**config.mk**
```make
export PLATFORM = sky130hd
export DESIGN_NAME = tree_vertical_order_traversal
export DESIGN_NICKNAME = d
export VERILOG_FILES = /design/src/rtl/tvot_pkg.sv /design/src/rtl/tree_vertical_order_traversal.sv /design/src/rtl/tvot_ctrl.sv /design/src/rtl/tvot_dp.sv
export SDC_FILE = /design/constraint.sdc
export NUM_CORES = 2
export LEC_CHECK = 0
export ABC_AREA = 1
export BUFFER_PORTS_ARGS = -buffer_cell sky130_fd_sc_hd__buf_2
export CORE_MARGIN = 3
export CORE_UTILIZATION = 32
export CTS_CLUSTER_SIZE = 10
export DETAILED_ROUTE_END_ITERATION = 10
export PLACE_DENSITY = 0.54
export SYNTH_ARGS = -nofsm -noshare
export SYNTH_HDL_FRONTEND = slang
export SYNTH_SLANG_ARGS = --single-unit
```
**constraint.sdc**
```tcl
create_clock -name clk -period 4.21 [get_ports clk]
set_input_delay 0.6315 -clock clk [delete_from_list [all_inputs] [get_ports clk]]
set_output_delay 0.6315 -clock clk [all_outputs]
set_load 0.005 [all_outputs]
```
**src/rtl/tvot_pkg.sv**
```systemverilog
package tvot_pkg;

	localparam int unsigned IN_VALUE_W  = 16;
	localparam int unsigned OUT_VALUE_W = 16;
	localparam int unsigned COL_W       = 4;
	localparam int unsigned S_TDATA_W   = 16;
	localparam int unsigned M_TDATA_W   = 24;
	localparam int unsigned M_TUSER_W   = 2;

	typedef enum logic [2:0] {
		ST_LOAD_RD,
		ST_LOAD_WAIT,
		ST_START,
		ST_EMIT_RD,
		ST_EMIT_CHK,
		ST_COL_END,
		ST_NONE
	} state_t;

	typedef struct packed {
		logic load;
		logic rd_scan;
		logic scan_start;
		logic scan_inc;
		logic col_inc;
		logic take;
		logic push_held;
		logic push_end;
		logic push_none;
		logic finish;
	} cmd_t;

	typedef struct packed {
		logic root_reach;
		logic match;
		logic held_valid;
		logic out_free;
		logic scan_last;
		logic col_last;
	} status_t;

endpackage

```
**src/rtl/tree_vertical_order_traversal.sv**
```systemverilog
// Vertical order traversal of a binary tree given in level-order array layout. Each input beat
// is one slot (tdata = value, tuser = empty flag, tlast = final slot); each slot passes through
// a read state and then a wait state that takes the beat, because the parent's reachable flag
// and column come from a registered memory read. After the final slot the block scans all
// stored slots once per column, left to right, reading and then checking each slot and closing
// each column with a column-end step; the output side can stall the scan. An empty root yields
// one result beat flagged no_nodes. Slots beyond MAX_SLOTS are dropped. No clearing pass
// follows reset.
module tree_vertical_order_traversal #(
	parameter int unsigned MAX_SLOTS  = 64,
	parameter int unsigned VALUE_BITS = 16
) (
	input  logic                               clk,
	input  logic                               arst_n,
	input  logic                               s_tvalid,
	output logic                               s_tready,
	input  logic [tvot_pkg::S_TDATA_W-1:0]     s_tdata,  // node_value
	input  logic                               s_tuser,  // is_empty
	input  logic                               s_tlast,
	output logic                               m_tvalid,
	input  logic                               m_tready,
	output logic [tvot_pkg::M_TDATA_W-1:0]     m_tdata,  // out_value, column, zero pad
	output logic [tvot_pkg::M_TUSER_W-1:0]     m_tuser,  // column_end, no_nodes
	output logic                               m_tlast
);

	tvot_pkg::cmd_t    cmd;
	tvot_pkg::status_t st;

	tvot_ctrl u_ctrl (
		.clk      (clk),
		.arst_n   (arst_n),
		.s_tvalid (s_tvalid),
		.s_tlast  (s_tlast),
		.st       (st),
		.cmd      (cmd),
		.s_tready (s_tready)
	);

	tvot_dp #(
		.MAX_SLOTS  (MAX_SLOTS),
		.VALUE_BITS (VALUE_BITS)
	) u_dp (
		.clk      (clk),
		.arst_n   (arst_n),
		.cmd      (cmd),
		.st       (st),
		.s_tdata  (s_tdata),
		.s_tuser  (s_tuser),
		.m_tready (m_tready),
		.m_tvalid (m_tvalid),
		.m_tdata  (m_tdata),
		.m_tuser  (m_tuser),
		.m_tlast  (m_tlast)
	);

endmodule

```
**src/rtl/tvot_ctrl.sv**
```systemverilog
module tvot_ctrl (
	input  logic              clk,
	input  logic              arst_n,
	input  logic              s_tvalid,
	input  logic              s_tlast,
	input  tvot_pkg::status_t st,
	output tvot_pkg::cmd_t    cmd,
	output logic              s_tready
);

	tvot_pkg::state_t state_q, state_d;

	always_ff @(posedge clk or negedge arst_n) begin
		if (!arst_n) begin
			state_q <= tvot_pkg::ST_LOAD_RD;
		end else begin
			state_q <= state_d;
		end
	end

	always_comb begin
		state_d = state_q;
		unique case (state_q)
			tvot_pkg::ST_LOAD_RD: begin
				state_d = tvot_pkg::ST_LOAD_WAIT;
			end
			tvot_pkg::ST_LOAD_WAIT: begin
				if (s_tvalid) begin
					state_d = s_tlast ? tvot_pkg::ST_START : tvot_pkg::ST_LOAD_RD;
				end
			end
			tvot_pkg::ST_START: begin
				state_d = st.root_reach ? tvot_pkg::ST_EMIT_RD : tvot_pkg::ST_NONE;
			end
			tvot_pkg::ST_EMIT_RD: begin
				state_d = tvot_pkg::ST_EMIT_CHK;
			end
			tvot_pkg::ST_EMIT_CHK: begin
				if (!(st.match && st.held_valid && !st.out_free)) begin
					state_d = st.scan_last ? tvot_pkg::ST_COL_END : tvot_pkg::ST_EMIT_RD;
				end
			end
			tvot_pkg::ST_COL_END: begin
				if (!(st.held_valid && !st.out_free)) begin
					state_d = st.col_last ? tvot_pkg::ST_LOAD_RD : tvot_pkg::ST_EMIT_RD;
				end
			end
			tvot_pkg::ST_NONE: begin
				if (st.out_free) begin
					state_d = tvot_pkg::ST_LOAD_RD;
				end
			end
			default: state_d = tvot_pkg::ST_LOAD_RD;
		endcase
	end

	always_comb begin
		cmd      = '0;
		s_tready = 1'b0;
		unique case (state_q)
			tvot_pkg::ST_LOAD_RD: begin
			end
			tvot_pkg::ST_LOAD_WAIT: begin
				s_tready = 1'b1;
				cmd.load = s_tvalid;
			end
			tvot_pkg::ST_START: begin
				cmd.scan_start = st.root_reach;
			end
			tvot_pkg::ST_EMIT_RD: begin
				cmd.rd_scan = 1'b1;
			end
			tvot_pkg::ST_EMIT_CHK: begin
				cmd.rd_scan = 1'b1;
				if (!(st.match && st.held_valid && !st.out_free)) begin
					cmd.take      = st.match;
					cmd.push_held = st.match && st.held_valid;
					cmd.scan_inc  = !st.scan_last;
				end
			end
			tvot_pkg::ST_COL_END: begin
				if (!(st.held_valid && !st.out_free)) begin
					cmd.push_end = st.held_valid;
					cmd.finish   = st.col_last;
					cmd.col_inc  = !st.col_last;
				end
			end
			tvot_pkg::ST_NONE: begin
				cmd.push_none = st.out_free;
				cmd.finish    = st.out_free;
			end
			default: begin
			end
		endcase
	end

endmodule

```
**src/rtl/tvot_dp.sv**
```systemverilog
module tvot_dp #(
	parameter int unsigned MAX_SLOTS  = 64,
	parameter int unsigned VALUE_BITS = 16
) (
	input  logic                                 clk,
	input  logic                                 arst_n,
	input  tvot_pkg::cmd_t                       cmd,
	output tvot_pkg::status_t                    st,
	input  logic [tvot_pkg::S_TDATA_W-1:0]       s_tdata,
	input  logic                                 s_tuser,
	input  logic                                 m_tready,
	output logic                                 m_tvalid,
	output logic [tvot_pkg::M_TDATA_W-1:0]       m_tdata,
	output logic [tvot_pkg::M_TUSER_W-1:0]       m_tuser,
	output logic                                 m_tlast
);

	localparam int unsigned AW = (MAX_SLOTS > 1) ? $clog2(MAX_SLOTS) : 1;
	localparam int unsigned CW = $clog2(MAX_SLOTS + 1);
	localparam int unsigned CL = tvot_pkg::COL_W;
	localparam int unsigned EW = VALUE_BITS + CL + 1;

	logic [EW-1:0] mem [MAX_SLOTS];
	logic [EW-1:0] rd_q;

	logic [CW-1:0]        cnt_q;
	logic [AW-1:0]        scan_q;
	logic signed [CL-1:0] cur_col_q, left_q, right_q;
	logic                 root_q;
	logic                 held_v_q;
	logic [VALUE_BITS-1:0] held_val_q;
	logic signed [CL-1:0] held_col_q;
	logic                 out_v_q;

	logic [CW-1:0]        cnt_m1;
	logic [AW-1:0]        parent_addr, wr_addr, rd_addr;
	logic                 rd_reach;
	logic signed [CL-1:0] rd_col;
	logic [VALUE_BITS-1:0] rd_val;
	logic                 first_slot, has_room, ld_reach, out_free;
	logic signed [CL-1:0] ld_col;
	logic [VALUE_BITS+tvot_pkg::IN_VALUE_W-1:0]  ext_in;
	logic [VALUE_BITS+tvot_pkg::OUT_VALUE_W-1:0] ext_held;
	logic [VALUE_BITS-1:0] ld_val;

	assign cnt_m1      = cnt_q - CW'(1);
	assign parent_addr = AW'(cnt_m1 >> 1);
	assign wr_addr     = AW'(cnt_q);
	assign rd_addr     = cmd.rd_scan ? scan_q : parent_addr;

	assign rd_reach = rd_q[EW-1];
	assign rd_col   = signed'(rd_q[EW-2 -: CL]);
	assign rd_val   = rd_q[VALUE_BITS-1:0];

	assign first_slot = (cnt_q == '0);
	assign has_room   = (cnt_q < CW'(MAX_SLOTS));
	assign ld_reach   = !s_tuser && (first_slot || rd_reach);
	assign ld_col     = first_slot ? '0 :
		(cnt_q[0] ? rd_col - CL'(1) : rd_col + CL'(1));
	assign ext_in     = {{VALUE_BITS{1'b0}}, s_tdata[tvot_pkg::IN_VALUE_W-1:0]};
	assign ld_val     = ext_in[VALUE_BITS-1:0];
	assign ext_held   = {{tvot_pkg::OUT_VALUE_W{1'b0}}, held_val_q};
	assign out_free   = !out_v_q || m_tready;

	assign st.root_reach = root_q;
	assign st.match      = rd_reach && (rd_col == cur_col_q);
	assign st.held_valid = held_v_q;
	assign st.out_free   = out_free;
	assign st.scan_last  = (CW'(scan_q) == cnt_m1);
	assign st.col_last   = (cur_col_q == right_q);

	always_ff @(posedge clk) begin
		if (cmd.load && has_room) begin
			mem[wr_addr] <= {ld_reach, ld_col, ld_val};
		end
		rd_q <= mem[rd_addr];
	end

	always_ff @(posedge clk or negedge arst_n) begin
		if (!arst_n) begin
			cnt_q     <= '0;
			left_q    <= '0;
			right_q   <= '0;
			root_q    <= 1'b0;
			scan_q    <= '0;
			cur_col_q <= '0;
		end else begin
			if (cmd.finish) begin
				cnt_q   <= '0;
				left_q  <= '0;
				right_q <= '0;
				root_q  <= 1'b0;
			end else if (cmd.load && has_room) begin
				cnt_q <= cnt_q + CW'(1);
				if (first_slot) begin
					root_q <= ld_reach;
				end
				if (ld_reach && (ld_col < left_q)) begin
					left_q <= ld_col;
				end
				if (ld_reach && (ld_col > right_q)) begin
					right_q <= ld_col;
				end
			end
			if (cmd.scan_start) begin
				scan_q    <= '0;
				cur_col_q <= left_q;
			end else if (cmd.col_inc) begin
				scan_q    <= '0;
				cur_col_q <= cur_col_q + CL'(1);
			end else if (cmd.scan_inc) begin
				scan_q <= scan_q + AW'(1);
			end
		end
	end

	always_ff @(posedge clk or negedge arst_n) begin
		if (!arst_n) begin
			held_v_q <= 1'b0;
		end else if (cmd.take) begin
			held_v_q <= 1'b1;
		end else if (cmd.push_end) begin
			held_v_q <= 1'b0;
		end
	end

	always_ff @(posedge clk) begin
		if (cmd.take) begin
			held_val_q <= rd_val;
			held_col_q <= rd_col;
		end
	end

	always_ff @(posedge clk or negedge arst_n) begin
		if (!arst_n) begin
			out_v_q <= 1'b0;
		end else if (cmd.push_held || cmd.push_end || cmd.push_none) begin
			out_v_q <= 1'b1;
		end else if (m_tready) begin
			out_v_q <= 1'b0;
		end
	end

	always_ff @(posedge clk) begin
		if (cmd.push_none) begin
			m_tdata <= '0;
			m_tuser <= 2'b10;
			m_tlast <= 1'b1;
		end else if (cmd.push_held || cmd.push_end) begin
			m_tdata <= {{(tvot_pkg::M_TDATA_W - tvot_pkg::OUT_VALUE_W - CL){1'b0}},
				held_col_q, ext_held[tvot_pkg::OUT_VALUE_W-1:0]};
			m_tuser <= {1'b0, cmd.push_end};
			m_tlast <= cmd.push_end && (cur_col_q == right_q);
		end
	end

	assign m_tvalid = out_v_q;

	a_push_free: assert property (@(posedge clk) disable iff (!arst_n)
		(cmd.push_held || cmd.push_end || cmd.push_none) |-> out_free)
		else $error("result pushed into a full output register");

	a_take_match: assert property (@(posedge clk) disable iff (!arst_n)
		cmd.take |-> (st.match && cmd.rd_scan))
		else $error("held entry taken without a column match");

	a_cnt_range: assert property (@(posedge clk) disable iff (!arst_n)
		cnt_q <= CW'(MAX_SLOTS))
		else $error("slot count beyond capacity");

	a_finish_clear: assert property (@(posedge clk) disable iff (!arst_n)
		cmd.finish |=> (cnt_q == '0 && !root_q))
		else $error("tree state not cleared after traversal");

	a_no_load_emit: assert property (@(posedge clk) disable iff (!arst_n)
		cmd.load |-> !(cmd.rd_scan || held_v_q))
		else $error("slot loaded during emission");

endmodule

```
==> results_dict.tcl <==
set metrics [dict create \
    first_drt_iteration_drcs 3748 \
    yosys_most_used_dff "sky130_fd_sc_hd__edfxtp_1" \
    io_buffers 46 \
    count_of_mapped_cells_out_of_synthesis 6206 \
    worst_skew_pair.late_latency_ns 0.81 \
    detail_route.drc_violations 0 \
    postCtsSetupRepairBufs 0 \
    design.core.area_sq_um 195400 \
    critical_path_required_ns 4.89 \
    syn-mean-instance-area_sq_um 10.17 \
    fin_setup_tns_ns 0 \
    cp.arrival_ns 4.63 \
    growth_of_design_area_from_synthesis_to_finish_pct 14.99 \
    floorplan.die_area_sq_um 202600 \
    worst-slew-pin-transition_ns 1.224 \
    grt_util_all_layers_pct 18.43 \
    period_minus_slack_ns 3.952 \
    fill_cells 19184 \
    report.final.setup_viol 0 \
    seq_area_frac_synth_pct 67.53 \
    ctsResizeCount 0 \
    drt-total-wl_um 190100 \
    drtPass1Iterations 6 \
    clock_tree_from_tritoncts "yes" \
    routedWlPerCell_um 21.03 \
    clk_pin_slew_ns 0.06 \
    worstSetupStartpointType "flop" \
    commonest_cells_after_routing_fill_and_taps_aside "sky130_fd_sc_hd__nand3_1, sky130_fd_sc_hd__nand2_1, sky130_fd_sc_hd__edfxtp_1, sky130_fd_sc_hd__inv_1, sky130_fd_sc_hd__clkbuf_16" \
    postCtsHoldBufs 1 \
    first_global_vias 41426 \
    synth-warning-count 0 \
    crit_top_cell "sky130_fd_sc_hd__nand3_1" \
    gr-total-overflow 0 \
    clock-root-buffer "sky130_fd_sc_hd__clkbuf_16" \
    final_max_slew_viol_count 0 \
    run_status "complete, no violations" \
    layout.cells.most_common "sky130_fd_sc_hd__nand3_1" \
    via_count 43243 \
    share_of_the_cycle_needed_by_the_critical_path_after_routing_pct 93.88 \
    grt_pass1_wl_um 279200 \
    htree_num_levels 4 \
    grt_setup_unrepaired "no" \
    fin_area_sq_um 72570 \
    syn_area_sq_um 63110 \
    synth_enable_flop_cells 1364 \
    routabilityCongestion 0.8555 \
    synth.distinct_cells 41 \
    post_synthesis_register_bit_count 1439 \
    die_height_um 450.1 \
    critical_path.cell_chain "inv_1 > nand3_1 > nand2_2 > nand2_4 > nand2_8 > buf_12 > buf_12 > buf_4 > nand2_1 > nand3_1 > nand3_1 > nand3_1 > nand3_1 > nand3_1 > nand2_1" \
    async_reset_ff_share_pct 2.154 \
    critical-path-slowest-cell "sky130_fd_sc_hd__nand2_8" \
    antenna_found_initial 5 \
    max-clock-path-buffers 3 \
    holdCritPathClass "input port to flop" \
    floorplan.rows 162 \
    crit_path_max_fanout 45 \
    grt_max_degree 107 \
    worst_slew_margin_rel_pct 18.41 \
    cp-end-kind "flop" \
    fmax_mhz 253.0 \
    final.hold.worst_slack_ns 0.1022 \
    fin_worst_skew_ns 0.04406 \
    io-pin-count 51 \
    tritoncts.num_buffers 166 \
    detailedPlacementHpwl_um 110300 \
    initial_utilization_pct 32.30 \
    drt.antenna.violating_nets 0 \
    drive_gt1_share_pct 8.485 \
    die-width_um 450.1 \
    timing.critical_path.slowest_cell_delay_ns 0.48 \
    worst-setup-path-type "flop to flop" \
    finalNetCount 6351 \
    numClockSinks 1439 \
    final_core_utilization_pct 37.14 \
    count_of_endpoints_failing_hold_in_the_final_timing_report 0 \
    maxCapViolations 0 \
    placed_area_sq_um 67650 \
    viasPerCell 4.784 \
]
## synthesized netlist by cell type, drive strengths merged (2+ instances only)
cell type  count  share of area (%)
clkbuf        63               0.37
o21ai         47               0.38
clkinv         2              0.012
nor4           3              0.030
a21oi         11              0.087
dfxtp         44                1.4
ha            12               0.24
nand2       1415                8.5
inv         1314                7.8
nand3       1446                 11
o22ai          3              0.030
nand4         11               0.12
nor2         142               0.85
edfxtp      1364                 65
xnor2          7              0.097
o211ai         2              0.024
nor3          11              0.087
or2            3              0.030
buf          259                2.1
xor2           8               0.11
dfrtp         31                1.2
## through the flow
stage / cells / worst slack (ns)
floorplan: 6209 / 0.2957
CTS: 9035 / 0.3114
detailed placement: 8771 / 0.3491
finish: 9040 / 0.2576
global placement: 8771 / 0.4121
global route: 9036 / 0.1730
## worst paths after layout
path / from / end / slack (ns) / cells past startpoint
worst max-delay path: u_ctrl.state_q[2] / u_dp.rd_q[20] / 0.26 / 15
worst min-delay path: s_tuser / u_dp.root_q / 0.10 / 2
worst max register to register: u_ctrl.state_q[2] / u_dp.rd_q[20] / 0.26 / 15
worst min register to register: u_dp.rd_q[8] / u_dp.held_val_q[8] / 0.41 / 0
max in group asynchronous: arst_n / u_dp.cnt_q[6] / 3.22 / 2
min in group asynchronous: arst_n / u_dp.cur_col_q[0] / 0.47 / 2
## layout make-up
class / count / area [sq um] / share of cell area, %
Sequential cell: 1439 / 42620 / 58.73
Multi-Input combinational cell: 3132 / 14270 / 19.66
Inverter: 1316 / 4941 / 6.809
Clock buffer: 244 / 4529 / 6.242
Tap cell: 2624 / 3283 / 4.524
Timing Repair Buffer: 261 / 2547 / 3.511
Clock inverter: 19 / 366.6 / 0.5052
Antenna cell: 5 / 12.51 / 0.01724
## critical path: cells and delay by family (launching register included)
| family | cells | cell delay [ns] |
|---|---|---|
| buffers and inverters | 4 | 0.83 |
| flip-flops | 1 | 0.42 |
| AND/OR/NAND/NOR | 11 | 2.51 |
## logic make-up (layout without fill, tap and decap cells)
group	count (synthesis)	after routing	synth area share, %
other cells	1	9	0.005942
simple gates	3031	3031	21.06
fa+ha+maj	13	13	0.2696
buf+inv	1638	1840	10.33
xor+xnor	15	15	0.2082
compound gates	69	69	0.6027
flops	1439	1439	67.53
## flip-flops by register name (all words and copies together), names as in the netlist
| signal | count |
|---|---|
| u_dp.m_tvalid | 1 |
| u_dp.held_val_q | 16 |
| u_dp.rd_q | 21 |
| u_dp.m_tuser | 2 |
| u_dp.right_q | 4 |
| u_dp.cur_col_q | 4 |
| u_dp.left_q | 4 |
| u_dp.root_q | 1 |
| u_dp.mem | 1344 |
| u_dp.held_v_q | 1 |
| u_dp.cnt_q | 7 |
| u_dp.scan_q | 6 |
| u_dp.m_tlast | 1 |
| u_dp.held_col_q | 4 |
| u_ctrl.state_q | 3 |
| u_dp.m_tdata | 20 |
## per-layer routing
layer	vias up	share of wire, %	track usage, %	wire length [um]
li1	20341	-	-	-
met1	21183	43	24.53	81340
met2	1419	48	30.73	90900
met3	298	6.3	2.766	11950
met4	2	3.1	6.225	5891
met5	-	0.0068	0	13
Power is not shown: default switching activity piles up to over one toggle a cycle in this logic, so the estimate is an artifact.
